$ cat src/rtl/bat_pkg.sv
// ----------------------------------------------------------------------------
// bat_pkg
// Shared types and constants of the band-averaged table lookup core.
// ----------------------------------------------------------------------------
`default_nettype none

package bat_pkg;

  // Width of one stored table value, unsigned Q16.24
  localparam int VAL_W = 40;

  // Width of index arithmetic before clamping (wavelength plus half band)
  localparam int IW = 17;

  // Fixed-point shift of the reciprocal used to divide by the wavelength step
  localparam int RECIP_SHIFT = 21;

  // Item function codes
  localparam logic FUNC_LOAD  = 1'b0;
  localparam logic FUNC_QUERY = 1'b1;

  // Configuration register indexes
  localparam logic [0:0] REG_FIRST_WL = 1'b0;
  localparam logic [0:0] REG_ENTRIES  = 1'b1;

  // Reset values of the configuration registers
  localparam logic [11:0] FIRST_WL_RST = 12'd200;
  localparam logic [12:0] ENTRIES_RST  = 13'd2250;

  typedef enum logic [2:0] {
    ST_IDLE,
    ST_SCALE,
    ST_WINDOW,
    ST_READ,
    ST_DRAIN,
    ST_START,
    ST_DIV,
    ST_HOLD
  } bat_state_e;

  // Divider result toward the sequencer
  typedef struct packed {
    logic             done;
    logic [VAL_W-1:0] quo_a;
    logic [VAL_W-1:0] quo_b;
  } bat_div_res_t;

endpackage

`default_nettype wire

$ cat src/rtl/bat_divider.sv
// ----------------------------------------------------------------------------
// bat_divider
// Two-lane restoring divider, one quotient bit per lane and cycle.
// Both window sums share one divisor, the entry count.
// ----------------------------------------------------------------------------
`default_nettype none

module bat_divider #(
  parameter int SUM_W = 52,
  parameter int CNT_W = 13
) (
  input  wire                       clk_i,
  input  wire                       rst_ni,
  input  wire                       start_i,
  input  wire  [SUM_W-1:0]          sum_a_i,
  input  wire  [SUM_W-1:0]          sum_b_i,
  input  wire  [CNT_W-1:0]          count_i,
  output bat_pkg::bat_div_res_t     res_o
);
  import bat_pkg::*;

  localparam int CW = $clog2(SUM_W + 1);

  logic [SUM_W-1:0] num_q [2];
  logic [SUM_W-1:0] num_d [2];
  logic [CNT_W-1:0] rem_q [2];
  logic [CNT_W-1:0] rem_d [2];
  logic [CNT_W:0]   trial [2];
  logic [CNT_W-1:0] div_q;
  logic [CW-1:0]    cnt_q;
  logic             busy_q;
  logic             done_q;

  always_comb begin
    for (int l = 0; l < 2; l++) begin
      trial[l] = {rem_q[l], num_q[l][SUM_W-1]};
      if (trial[l] >= {1'b0, div_q}) begin
        rem_d[l] = CNT_W'(trial[l] - {1'b0, div_q});
        num_d[l] = {num_q[l][SUM_W-2:0], 1'b1};
      end else begin
        rem_d[l] = trial[l][CNT_W-1:0];
        num_d[l] = {num_q[l][SUM_W-2:0], 1'b0};
      end
    end
  end

  always_ff @(posedge clk_i or negedge rst_ni) begin
    if (!rst_ni) begin
      busy_q <= 1'b0;
      done_q <= 1'b0;
      cnt_q  <= '0;
    end else begin
      done_q <= 1'b0;
      if (start_i) begin
        busy_q <= 1'b1;
        cnt_q  <= CW'(SUM_W);
      end else if (busy_q) begin
        cnt_q <= cnt_q - CW'(1);
        if (cnt_q == CW'(1)) begin
          busy_q <= 1'b0;
          done_q <= 1'b1;
        end
      end
    end
  end

  always_ff @(posedge clk_i) begin
    if (start_i) begin
      num_q[0] <= sum_a_i;
      num_q[1] <= sum_b_i;
      rem_q[0] <= '0;
      rem_q[1] <= '0;
      div_q    <= count_i;
    end else if (busy_q) begin
      num_q[0] <= num_d[0];
      num_q[1] <= num_d[1];
      rem_q[0] <= rem_d[0];
      rem_q[1] <= rem_d[1];
    end
  end

  // The mean never exceeds the largest entry, so the low bits hold it whole
  assign res_o.done  = done_q;
  assign res_o.quo_a = num_q[0][VAL_W-1:0];
  assign res_o.quo_b = num_q[1][VAL_W-1:0];

endmodule

`default_nettype wire

$ cat config.mk
export PLATFORM = sky130hd
export DESIGN_NAME = bat_divider
export DESIGN_NICKNAME = d
export VERILOG_FILES = /design/src/rtl/bat_pkg.sv /design/src/rtl/bat_divider.sv
export SDC_FILE = /design/constraint.sdc
export NUM_CORES = 1
export LEC_CHECK = 0
export ABC_CLOCK_PERIOD_IN_PS = 3800
export BUFFER_PORTS_ARGS = -buffer_cell sky130_fd_sc_hd__buf_2
export CAP_MARGIN = 25
export CORE_MARGIN = 4
export CORE_UTILIZATION = 45
export DETAILED_ROUTE_END_ITERATION = 6
export PLACE_DENSITY = 0.72
export SKIP_LAST_GASP = 1
export SLEW_MARGIN = 25
export SYNTH_ARGS = -nofsm -noshare
export SYNTH_HDL_FRONTEND = slang
export SYNTH_SLANG_ARGS = --single-unit
$ cat constraint.sdc
create_clock -name clk_i -period 3.8 [get_ports clk_i]
set_clock_uncertainty 0.05 [all_clocks]
set_input_delay 0.19 -clock clk_i [delete_from_list [all_inputs] [get_ports clk_i]]
set_output_delay 0.19 -clock clk_i [all_outputs]
set_load 0.005 [all_outputs]
==> key figures, run 1 <==
Floorplan
  • Die area: 0.0210 sq mm
  • # IOs: 201
  • DIE WIDTH: 145 um
  • Core Box Area: 0.0182 sq mm
  • Chip Height: 145 um
  • Num rows: 49
  • Initial Util: 0.463

Setup path
  • Worst reg2reg path depth: 8
  • Startpoint Class: flip-flop
  • Reg2Reg Launch Point: div_q[0]$_DFFE_PP_
  • Critical Path AT: 2950 ps
  • WP data required: 4010 ps
  • Critical Path End: rem_q[0][12]$_SDFFCE_PN0P_
  • CP startpoint: div_q[0]$_DFFE_PP_
  • CP endpoint kind: flip-flop
  • Crit-path max FO: 10
  • WS Path Type: flip-flop to flip-flop
  • R2R Setup Slk: 1060 ps
  • Worst flop-to-flop path endpoint: rem_q[0][12]$_SDFFCE_PN0P_

Synth
  • Yosys cell types: 58
  • Gate Count Post-Synth: 868
  • EDFF count, synth: 143
  • Yosys top cell by area: edfxtp_1
  • Syn nets: 1018
  • Yosys top cell area share: 0.509
  • Synthesized cell area: 0.00843 sq mm
  • Sequential area share after synthesis: 0.533
  • #FFs+latches synth: 151
  • Fraction of registers with async set or reset after synthesis: 0.0530
  • Post-synth top flop: edfxtp_1
  • Count leader, synth: nand2_1
  • Commonest cells post-synth: nand2_1 (327), edfxtp_1 (143), buf_4 (82)
  • Main area contributors after synthesis: edfxtp_1 (51%), nand2_1 (15%), buf_4 (7.3%)
  • YS warnings: 0
  • Mean Syn Cell Area: 9.72 sq um

Clock network
  • TritonCTS clock tree: yes
  • Post-cts sizing count: 0
  • # hold bufs at CTS: 111
  • CTS root buf: clkbuf_16
  • Clock slew at reported path FFs: 70 ps
  • CTS Sinks: 151
  • Clk buf depth: 2
  • Post-CTS setup buffers: 0
  • CTS buffer count: 17
  • Worst-Skew Late Latency: 420 ps
  • H-tree depth: 4

Worst hold path
  • Hold crit path type: input port to flip-flop

Global routing
  • Gr usage total: 0.203
  • Total grt overflow: 0
  • Largest net degree at the start of global routing: 86
  • Vias in the first global route: 6819
  • Initial antenna violation count: 2
  • Global-route wire length before repair: 33500 um

STA
  • Final hold viol count: 0
  • Post-route setup TNS: 0 ps
  • Final worst path period share: 0.722
  • Achievable frequency: 0.364 GHz
  • Final WS setup: 1060 ps
  • Hold Slack: 13.2 ps
  • Normalized max-slew margin: 0.476
  • Setup violations, final: 0
  • Tmin final: 2740 ps
  • Unrepaired setup endpoints after global routing: no
  • Slew Limit Fails: 0
  • Slew @ Worst Pin: 785 ps

Route
  • Vias/cell: 5.12
  • Via count: 6850
  • ANT nets after route: 0
  • Residual DRC: 0
  • Drt first-iter violations: 367
  • DR WL/cell: 16.0 um
  • Drt first pass iters: 5
  • Routed WL: 21500 um

Final layout
  • Post-route cell area: 0.0108 sq mm
  • Non-filler cells, final: 1339
  • Area of the multi-input gates: 0.00308 sq mm
  • P&R area growth vs syn: 27.8%
  • Final nets: 1242
  • Fillcell total: 1501
  • Share of layout cells above drive strength 1: 0.234
  • Reg area: 0.00449 sq mm

Flow run
  • Total of max-cap violations: 0

Power
  • Clock Power Share: 0.297
  • Int Pwr: 3.92 mW
  • Sequential power share: 0.393
  • Net Sw Power: 1.90 mW
  • Pleak: 5.03 nW
  • Peak VDD IR: 0.000368 V
  • Combinational Power Share: 0.310
  • Sw Ratio: 0.327
  • P per Cell Area: 540 mW/mm^2

Run status
  • Status: finished clean

Placed design
  • Pre-CTS setup slack: 1130 ps
  • HPWL Detailed: 13700 um
  • Port Buf Inserts: 200
  • DP Cell Count: 1190
  • Dpl cell area: 0.00905 sq mm
  • Gpl congestion: 0.854
-- state kept, by name (all words and copies together), names as in the netlist --
| signal | flops |
|---|---|
| div_q | 13 |
| done_q | 1 |
| busy_q | 1 |
| rem_q | 26 |
| cnt_q | 6 |
| num_q | 104 |
-- final cells by class --
cell class	instances	share of cell area
diodes	5	0.00116
clock buffers	18	0.0398
clock inverters	14	0.0153
inverters	24	0.00859
multi-input cells	577	0.286
flip-flops and latches	151	0.417
well taps	229	0.0266
repair buffers	321	0.206
-- power by group through the flow --
| stage | Clock (mW) | Sequential (mW) | Combinational, mW |
|---|---|---|---|
| after detailed placement | 0 | 2.31 | 1.68 |
| after floorplan | 0 | 2.26 | 1.38 |
| after global placement | 0 | 2.31 | 1.65 |
| final | 1.73 | 2.29 | 1.81 |
| after global routing | 1.83 | 2.31 | 2.01 |
| after CTS | 1.76 | 2.28 | 1.78 |
-- cells in the final DEF, fill, tap and decap left out, drive strengths merged, types with 6 or more instances in the layout --
master | Yosys | layout
nor3 | 12 | 12
ha | 28 | 28
edfxtp | 143 | 143
o211ai | 9 | 9
o21ai | 23 | 23
nand2 | 329 | 329
o22ai | 6 | 6
buf | 89 | 209
dlygate4sd3 | 0 | 112
a21oi | 35 | 35
xnor2 | 10 | 10
nor2b | 7 | 7
nand3 | 20 | 20
or3 | 6 | 6
inv | 24 | 30
nor2 | 18 | 18
dfrtp | 8 | 8
clkbuf | 27 | 18
a21o | 8 | 8
o21a | 6 | 6
a211oi | 9 | 9
-- per-stage QoR --
step            util  power (mW)
6_report       0.592        5.82
5_1_grt        0.591        6.15
4_1_cts        0.590        5.82
3_5_place_dp   0.497        3.98
3_3_place_gp   0.497        3.95
2_1_floorplan      -        3.64
-- critical path, stage by stage (launching register included) --
cell and delay [ps]:
edfxtp_1 410, ha_1 250, fa_1 450, nor2b_4 140
o31a_1 230, o31ai_2 100, a21oi_2 490, o21ai_1 230
o22ai_1 250
-- cells by family (layout without fill, tap and decap cells) --
family / count (synthesis) / in the layout / share of synthesized area
compound gates: 119 / 119 / 0.0969
other cells: 0 / 5 / 0
mux: 1 / 1 / 0.00119
flops: 151 / 151 / 0.533
fa+ha+maj: 30 / 30 / 0.0463
simple gates: 413 / 413 / 0.204
buf+inv: 140 / 377 / 0.104
xor+xnor: 14 / 14 / 0.0145
-- per-layer routing --
layer,track usage,up-vias,wire [um]
li1,-,3360,-
met1,0.253,3216,9060
met4,0.0663,0,382
met3,0.0500,31,1170
met5,0,-,0
met2,0.346,243,10900
-- how the worst min path moves through the flow --
stage                startpoint                      end  slack, ps  cells after the start
floorplan                rst_ni         busy_q$_DFF_PN0_       -160                      0
finish              sum_b_i[48]  num_q[0][100]$_DFFE_PP_         10                      3
global route         sum_b_i[6]   num_q[0][58]$_DFFE_PP_         20                      3
CTS                  sum_b_i[4]   num_q[0][56]$_DFFE_PP_        0.9                      3
global placement         rst_ni     cnt_q[0]$_DFFE_PN0P_         -6                      1
detailed placement       rst_ni         busy_q$_DFF_PN0_         -7                      1
Power figures use the tool's default switching activity.
==> run 2, diff against run 1 <==
--- a/config.mk
+++ b/config.mk
@@ -5,13 +5,14 @@
 export SDC_FILE = /design/constraint.sdc
 export NUM_CORES = 1
 export LEC_CHECK = 0
-export ABC_CLOCK_PERIOD_IN_PS = 3800
+export ABC_AREA = 1
+export ABC_CLOCK_PERIOD_IN_PS = 2500
 export BUFFER_PORTS_ARGS = -buffer_cell sky130_fd_sc_hd__buf_2
 export CAP_MARGIN = 25
 export CORE_MARGIN = 4
 export CORE_UTILIZATION = 45
 export DETAILED_ROUTE_END_ITERATION = 6
-export PLACE_DENSITY = 0.72
+export PLACE_DENSITY = 0.71
 export SKIP_LAST_GASP = 1
 export SLEW_MARGIN = 25
 export SYNTH_ARGS = -nofsm -noshare
==> constraint.sdc (replaced) <==
create_clock -name clk_i -period 2.5 [get_ports clk_i]
set_clock_uncertainty 0.05 [all_clocks]
set_input_delay 0.125 -clock clk_i [delete_from_list [all_inputs] [get_ports clk_i]]
set_output_delay 0.125 -clock clk_i [all_outputs]
set_load 0.005 [all_outputs]
==> key figures, run 2 <==
Final layout
  • Most flops, register: num_q
  • # diodes: 0
  • Fillcell total: 1570
  • P&R area growth vs syn: 28.1%
  • Commonest non-fill, non-tap cell in the layout: nand2_1
  • Reg area: 0.00449 sq mm
  • Share of layout cells above drive strength 1: 0.203
  • Final nets: 1405
  • Non-filler cells, final: 1502
  • Max FFs per register: 104
  • Top Registers: num_q (104), rem_q (26), div_q (13)
  • Most frequent cells in the layout: nand2_1 (459), buf_2 (200), edfxtp_1 (143), dlygate4sd3_1 (117), inv_1 (89)
  • Area of the multi-input gates: 0.00298 sq mm

Synth
  • Fraction of registers with async set or reset after synthesis: 0.0530
  • Post-Synth Adder-Cell Area: 0.0454
  • EDFF count, synth: 143
  • YS warnings: 0
  • Commonest cells post-synth: nand2_1 (459), edfxtp_1 (143), inv_1 (90)
  • Sequential area share after synthesis: 0.523
  • Xor and xnor fraction of the mapped netlist area: 0.0112
  • Count leader, synth: nand2_1
  • Post-synth top flop: edfxtp_1
  • Mean Syn Cell Area: 8.47 sq um
  • Post-synthesis mux area share: 0
  • Syn nets: 1166
  • Gate Count Post-Synth: 1016
  • Synthesized cell area: 0.00860 sq mm
  • Yosys top cell by area: edfxtp_1
  • Yosys top cell area share: 0.499
  • Largest family of logic cells by synthesized area: simple AND/OR/NAND/NOR gates
  • Main area contributors after synthesis: edfxtp_1 (50%), nand2_1 (20%), buf_4 (7.2%)
  • Compound-Gate Fraction of Synth Area: 0.0208
  • Yosys cell types: 28
  • #FFs+latches synth: 151
  • Post-Synth Simple-Gate Area: 0.268

Floorplan
  • Die area: 0.0214 sq mm
  • Chip Height: 146 um
  • DIE WIDTH: 146 um
  • # IOs: 201
  • Core Box Area: 0.0188 sq mm
  • Initial Util: 0.458
  • Num rows: 50

Power
  • P per Cell Area: 825 mW/mm^2
  • Pleak: 5.72 nW
  • Peak VDD IR: 0.000564 V
  • Clock Power Share: 0.270
  • Int Pwr: 5.87 mW
  • Sw Ratio: 0.355
  • Net Sw Power: 3.23 mW
  • Sequential power share: 0.385
  • Combinational Power Share: 0.345

Clock network
  • Worst-Skew Late Latency: 420 ps
  • H-tree depth: 4
  • Clk buf depth: 2
  • CTS buffer count: 17
  • CTS Sinks: 151
  • Post-CTS setup buffers: 0
  • TritonCTS clock tree: yes
  • CTS root buf: clkbuf_16
  • Clock slew at reported path FFs: 70 ps

Setup path
  • Startpoint Class: flip-flop
  • WP data required: 2620 ps
  • Critical Path AT: 2380 ps
  • WS Path Type: flip-flop to flip-flop
  • CP endpoint kind: flip-flop
  • Crit-path max FO: 19

Global routing
  • Global-route wire length before repair: 36100 um
  • Gr usage total: 0.206
  • Largest net degree at the start of global routing: 132
  • Total grt overflow: 0
  • Initial antenna violation count: 1
  • Vias in the first global route: 7361

STA
  • Slew Limit Fails: 0
  • Tmin final: 2270 ps
  • Achievable frequency: 0.441 GHz
  • Final worst path period share: 0.906
  • Normalized max-slew margin: 0.587
  • Post-route setup TNS: 0 ps
  • Slew @ Worst Pin: 620 ps
  • Final hold viol count: 0
  • Unrepaired setup endpoints after global routing: no
  • Setup violations, final: 0

Placed design
  • HPWL Detailed: 14700 um
  • Gpl congestion: 0.865
  • Port Buf Inserts: 200
  • DP Cell Count: 1353

Route
  • Drt first-iter violations: 416
  • Vias/cell: 4.86
  • Drt first pass iters: 7
  • Residual DRC: 0
  • Via count: 7297
  • DR WL/cell: 14.7 um
  • ANT nets after route: 0
  • Routed WL: 22100 um

Run status
  • Status: finished clean

Flow run
  • Total of max-cap violations: 0

Worst hold path
  • Hold crit path type: input port to asynchronous set/reset pin
==> run 2: final timing paths <==
check | slack [ps] | cells past startpoint | from | to
worst min register to register | 440 | 2 | cnt_q[5]$_DFFE_PN0P_ | cnt_q[5]$_DFFE_PN0P_
worst max register to register | 230 | 11 | div_q[0]$_DFFE_PP_ | rem_q[0][18]$_SDFFCE_PN0P_
max in group asynchronous | 2190 | 2 | rst_ni | cnt_q[4]$_DFFE_PN0P_
worst min-delay path | 30 | 2 | rst_ni | cnt_q[0]$_DFFE_PN0P_
min in group clk_i | 80 | 3 | start_i | busy_q$_DFF_PN0_
worst max-delay path | 230 | 11 | div_q[0]$_DFFE_PP_ | rem_q[0][18]$_SDFFCE_PN0P_
==> run 2: area by class of cell <==
cell class / instances / area share
Sequential cell: 151 / 0.408
Multi-Input combinational cell: 661 / 0.271
Timing Repair Buffer: 330 / 0.212
Clock buffer: 18 / 0.0389
Inverter: 94 / 0.0325
Tap cell: 234 / 0.0266
Clock inverter: 14 / 0.0120
==> run 2: critical path, cell delays in order (launching register included) <==
cell	delay, ps
edfxtp_1	410
ha_1	260
fa_1	430
inv_1	100
nand2_1	70
nand3_2	90
nand2_1	70
nand3_2	180
buf_12	180
nand3_1	80
nand2_1	60
nor2_1	40
==> run 2: layer usage <==
metal,global-route usage,wire length (um)
met5,0,12
met4,0.0640,462
met3,0.0444,1310
met2,0.351,10900
met1,0.265,9450
==> run 2: cell families (layout without fill, tap and decap cells) <==
logic type      after synthesis  after routing
compound gates               33             33
xor+xnor                     11             11
fa+ha+maj                    30             30
buf+inv                     204            456
flops                       151            151
simple gates                587            587
==> run 2: metrics by stage <==
step,setup WS [ps],util,power (mW),instance area [sq um],hold WS (ps)
final,235,0.587,9.10,11000,28.6
after floorplan,-442,-,5.87,8610,-221
after global placement,290,0.495,6.45,9290,-71.6
after CTS,228,0.587,9.14,11000,24.0
after global routing,61.2,0.587,9.76,11000,41.3
after detailed placement,231,0.495,6.51,9290,-68.2
==> run 2: what timing repair did <==
action                                 CTS  global route
gates resized for setup                  0             0
endpoints found under the hold margin  124             0
hold buffers                           117             0
==> run 2: power groups by stage <==
stage	sequential (mW)	combinational (mW)	clock, mW
4_1_cts	3.50	3.12	2.51
6_report	3.50	3.14	2.45
3_5_place_dp	3.54	2.97	0
2_1_floorplan	3.46	2.40	0
3_3_place_gp	3.54	2.91	0
5_1_grt	3.55	3.60	2.61
==> run 3, diff against run 2 <==
--- a/config.mk
+++ b/config.mk
@@ -5,14 +5,13 @@
 export SDC_FILE = /design/constraint.sdc
 export NUM_CORES = 1
 export LEC_CHECK = 0
-export ABC_AREA = 1
 export ABC_CLOCK_PERIOD_IN_PS = 2500
 export BUFFER_PORTS_ARGS = -buffer_cell sky130_fd_sc_hd__buf_2
 export CAP_MARGIN = 25
 export CORE_MARGIN = 4
 export CORE_UTILIZATION = 45
 export DETAILED_ROUTE_END_ITERATION = 6
-export PLACE_DENSITY = 0.71
+export PLACE_DENSITY = 0.72
 export SKIP_LAST_GASP = 1
 export SLEW_MARGIN = 25
 export SYNTH_ARGS = -nofsm -noshare
==> constraint.sdc (replaced) <==
create_clock -name clk_i -period 2.5 [get_ports clk_i]
set_clock_uncertainty 0.05 [all_clocks]
set_input_delay 0.125 -clock clk_i [delete_from_list [all_inputs] [get_ports clk_i]]
set_output_delay 0.125 -clock clk_i [all_outputs]
set_load 0.1 [all_outputs]
==> key figures, run 3 (synthesized netlist as in run 1, its figures left out) <==
Final layout
  • Share of layout cells above drive strength 1: 0.258
  • Post-route cell area: 0.0111 sq mm
  • Top Registers: num_q (104), rem_q (26), div_q (13)
  • # diodes: 0
  • Most frequent cells in the layout: nand2_1 (327), buf_2 (200), edfxtp_1 (143), dlygate4sd3_1 (118), a21oi_1 (33)
  • Most flops, register: num_q
  • Commonest non-fill, non-tap cell in the layout: nand2_1
  • Core Util, Final: 0.609
  • Max FFs per register: 104
  • Fillcell total: 1464
  • Final nets: 1267
  • P&R area growth vs syn: 31.6%

Placed design
  • Dpl cell area: 0.00918 sq mm
  • Pre-CTS setup slack: 43.4 ps
  • Gpl congestion: 0.873
  • HPWL Detailed: 13700 um
  • Port Buf Inserts: 200

Clock network
  • H-tree depth: 4
  • Clock slew at reported path FFs: 70 ps
  • Worst-Skew Late Latency: 420 ps
  • TritonCTS clock tree: yes
  • CTS root buf: clkbuf_16
  • CTS buffer count: 17
  • CTS Sinks: 151
  • Clk buf depth: 2

Power
  • Peak VDD IR: 0.000544 V
  • P per Cell Area: 913 mW/mm^2
  • Pleak: 5.19 nW

Floorplan
  • Core Box Area: 0.0182 sq mm
  • Num rows: 49
  • # IOs: 201
  • Initial Util: 0.463
  • Die area: 0.0210 sq mm
  • DIE WIDTH: 145 um
  • Chip Height: 145 um

Setup path
  • Startpoint Class: flip-flop
  • Worst reg2reg path depth: 10
  • Critical Path AT: 2640 ps
  • Crit-path max FO: 7
  • Worst path max stage delay: 380 ps
  • Critical path's top delay family: compound AO/OA/AOI/OAI gates
  • WP depth: 10
  • WP data required: 2690 ps
  • CP Cell Sequence: inv_1, ha_2, fa_2, nor2b_4, o31a_4, o31ai_4, a21o_1, buf_12, nand2_4, a211oi_1
  • Worst Path Buf+Inv: 2
  • CP endpoint kind: flip-flop
  • WS Path Type: flip-flop to flip-flop
  • Slowest CP cell: edfxtp_1

STA
  • Final hold viol count: 0
  • Unrepaired setup endpoints after global routing: yes
  • Setup violations, final: 0
  • Final WS setup: 45.3 ps
  • Final worst path period share: 0.982
  • Post-route setup TNS: 0 ps
  • Slew @ Worst Pin: 616 ps
  • Achievable frequency: 0.407 GHz
  • Slew Limit Fails: 0
  • Hold Slack: 26.8 ps
  • Tmin final: 2450 ps
  • Normalized max-slew margin: 0.589

Global routing
  • Vias in the first global route: 7007
  • Total grt overflow: 0
  • Largest net degree at the start of global routing: 106
  • Global-route wire length before repair: 35100 um
  • Gr usage total: 0.212
  • Initial antenna violation count: 0

Route
  • Via count: 7011
  • Vias/cell: 5.16
  • Drt first-iter violations: 482
  • Routed WL: 22000 um
  • Residual DRC: 0
  • Drt first pass iters: 5
  • DR WL/cell: 16.2 um
  • ANT nets after route: 0

Worst hold path
  • Hold crit path type: input port to asynchronous set/reset pin

Run status
  • Status: finished clean

Flow run
  • Total of max-cap violations: 0
-- run 3: changes by cell type in the layout (fill, tap and decap cells not counted), sizes merged, moves of 10 or more --
| cell | change |
|---|---|
| nand2 | -131 |
| nor3 | +10 |
| inv | -65 |
| buf | +15 |
| nand3 | -16 |
| nor2 | -59 |
| a21oi | +23 |
-- run 3: worst paths after layout --
kind / to / slack [ps] / from
worst max-delay path: rem_q[0][14]$_SDFFCE_PN0P_ / 50 / num_q[0][103]$_DFFE_PP_
worst min-delay path: done_q$_DFF_PN0_ / 30 / rst_ni
worst max register to register: rem_q[0][14]$_SDFFCE_PN0P_ / 50 / num_q[0][103]$_DFFE_PP_
worst min register to register: num_q[0][97]$_DFFE_PP_ / 460 / num_q[0][96]$_DFFE_PP_
max in group asynchronous: cnt_q[2]$_DFFE_PN0P_ / 2200 / rst_ni
min in group clk_i: div_q[9]$_DFFE_PP_ / 60 / start_i
-- run 3: report_power, final --
| group | leakage [nW] | internal (mW) | switching [mW] |
|---|---|---|---|
| sequential | 1.68 | 3.25 | 0.229 |
| clock | 0.308 | 1.54 | 1.20 |
| combinational | 3.20 | 1.32 | 2.59 |
-- run 3: final cells by class --
type / instances / area, sq um / area share
Clock inverter: 15 / 196 / 0.0177
Clock buffer: 17 / 425 / 0.0383
Tap cell: 229 / 287 / 0.0258
Multi-Input combinational cell: 577 / 3160 / 0.285
Timing Repair Buffer: 346 / 2440 / 0.220
Inverter: 24 / 93.8 / 0.00846
Sequential cell: 151 / 4490 / 0.405
-- run 3: worst reg2reg max path: cells and delay by family (launching register included) --
kind / cells / cell delay (ps)
DFF: 1 / 380
adders and majority gates: 2 / 430
AOI/OAI and AO/OA: 4 / 1080
buffers and inverters: 2 / 210
and+or+nand+nor: 2 / 120
-- run 3: what timing repair did --
| action | 4_1_cts | 5_1_grt |
|---|---|---|
| resized for setup | 0 | 19 |
| setup endpoints to repair | 0 | 27 |
| endpoints found under the hold margin | 125 | 0 |
| hold buffers | 118 | 0 |
| setup buffers | 0 | 6 |
-- run 3: stage by stage --
step | power (mW) | cells
after detailed placement | 7.14 | 1203
final | 10.1 | 1359
after global routing | 10.7 | 1359
after floorplan | 6.54 | 868
after CTS | 10.0 | 1353
after global placement | 7.09 | 1203
-- run 3: metal layers --
metal / wire length [um] / GRT usage
met5: 0 / 0
met4: 468 / 0.0550
met3: 1340 / 0.0532
met2: 11200 / 0.356
met1: 8920 / 0.274
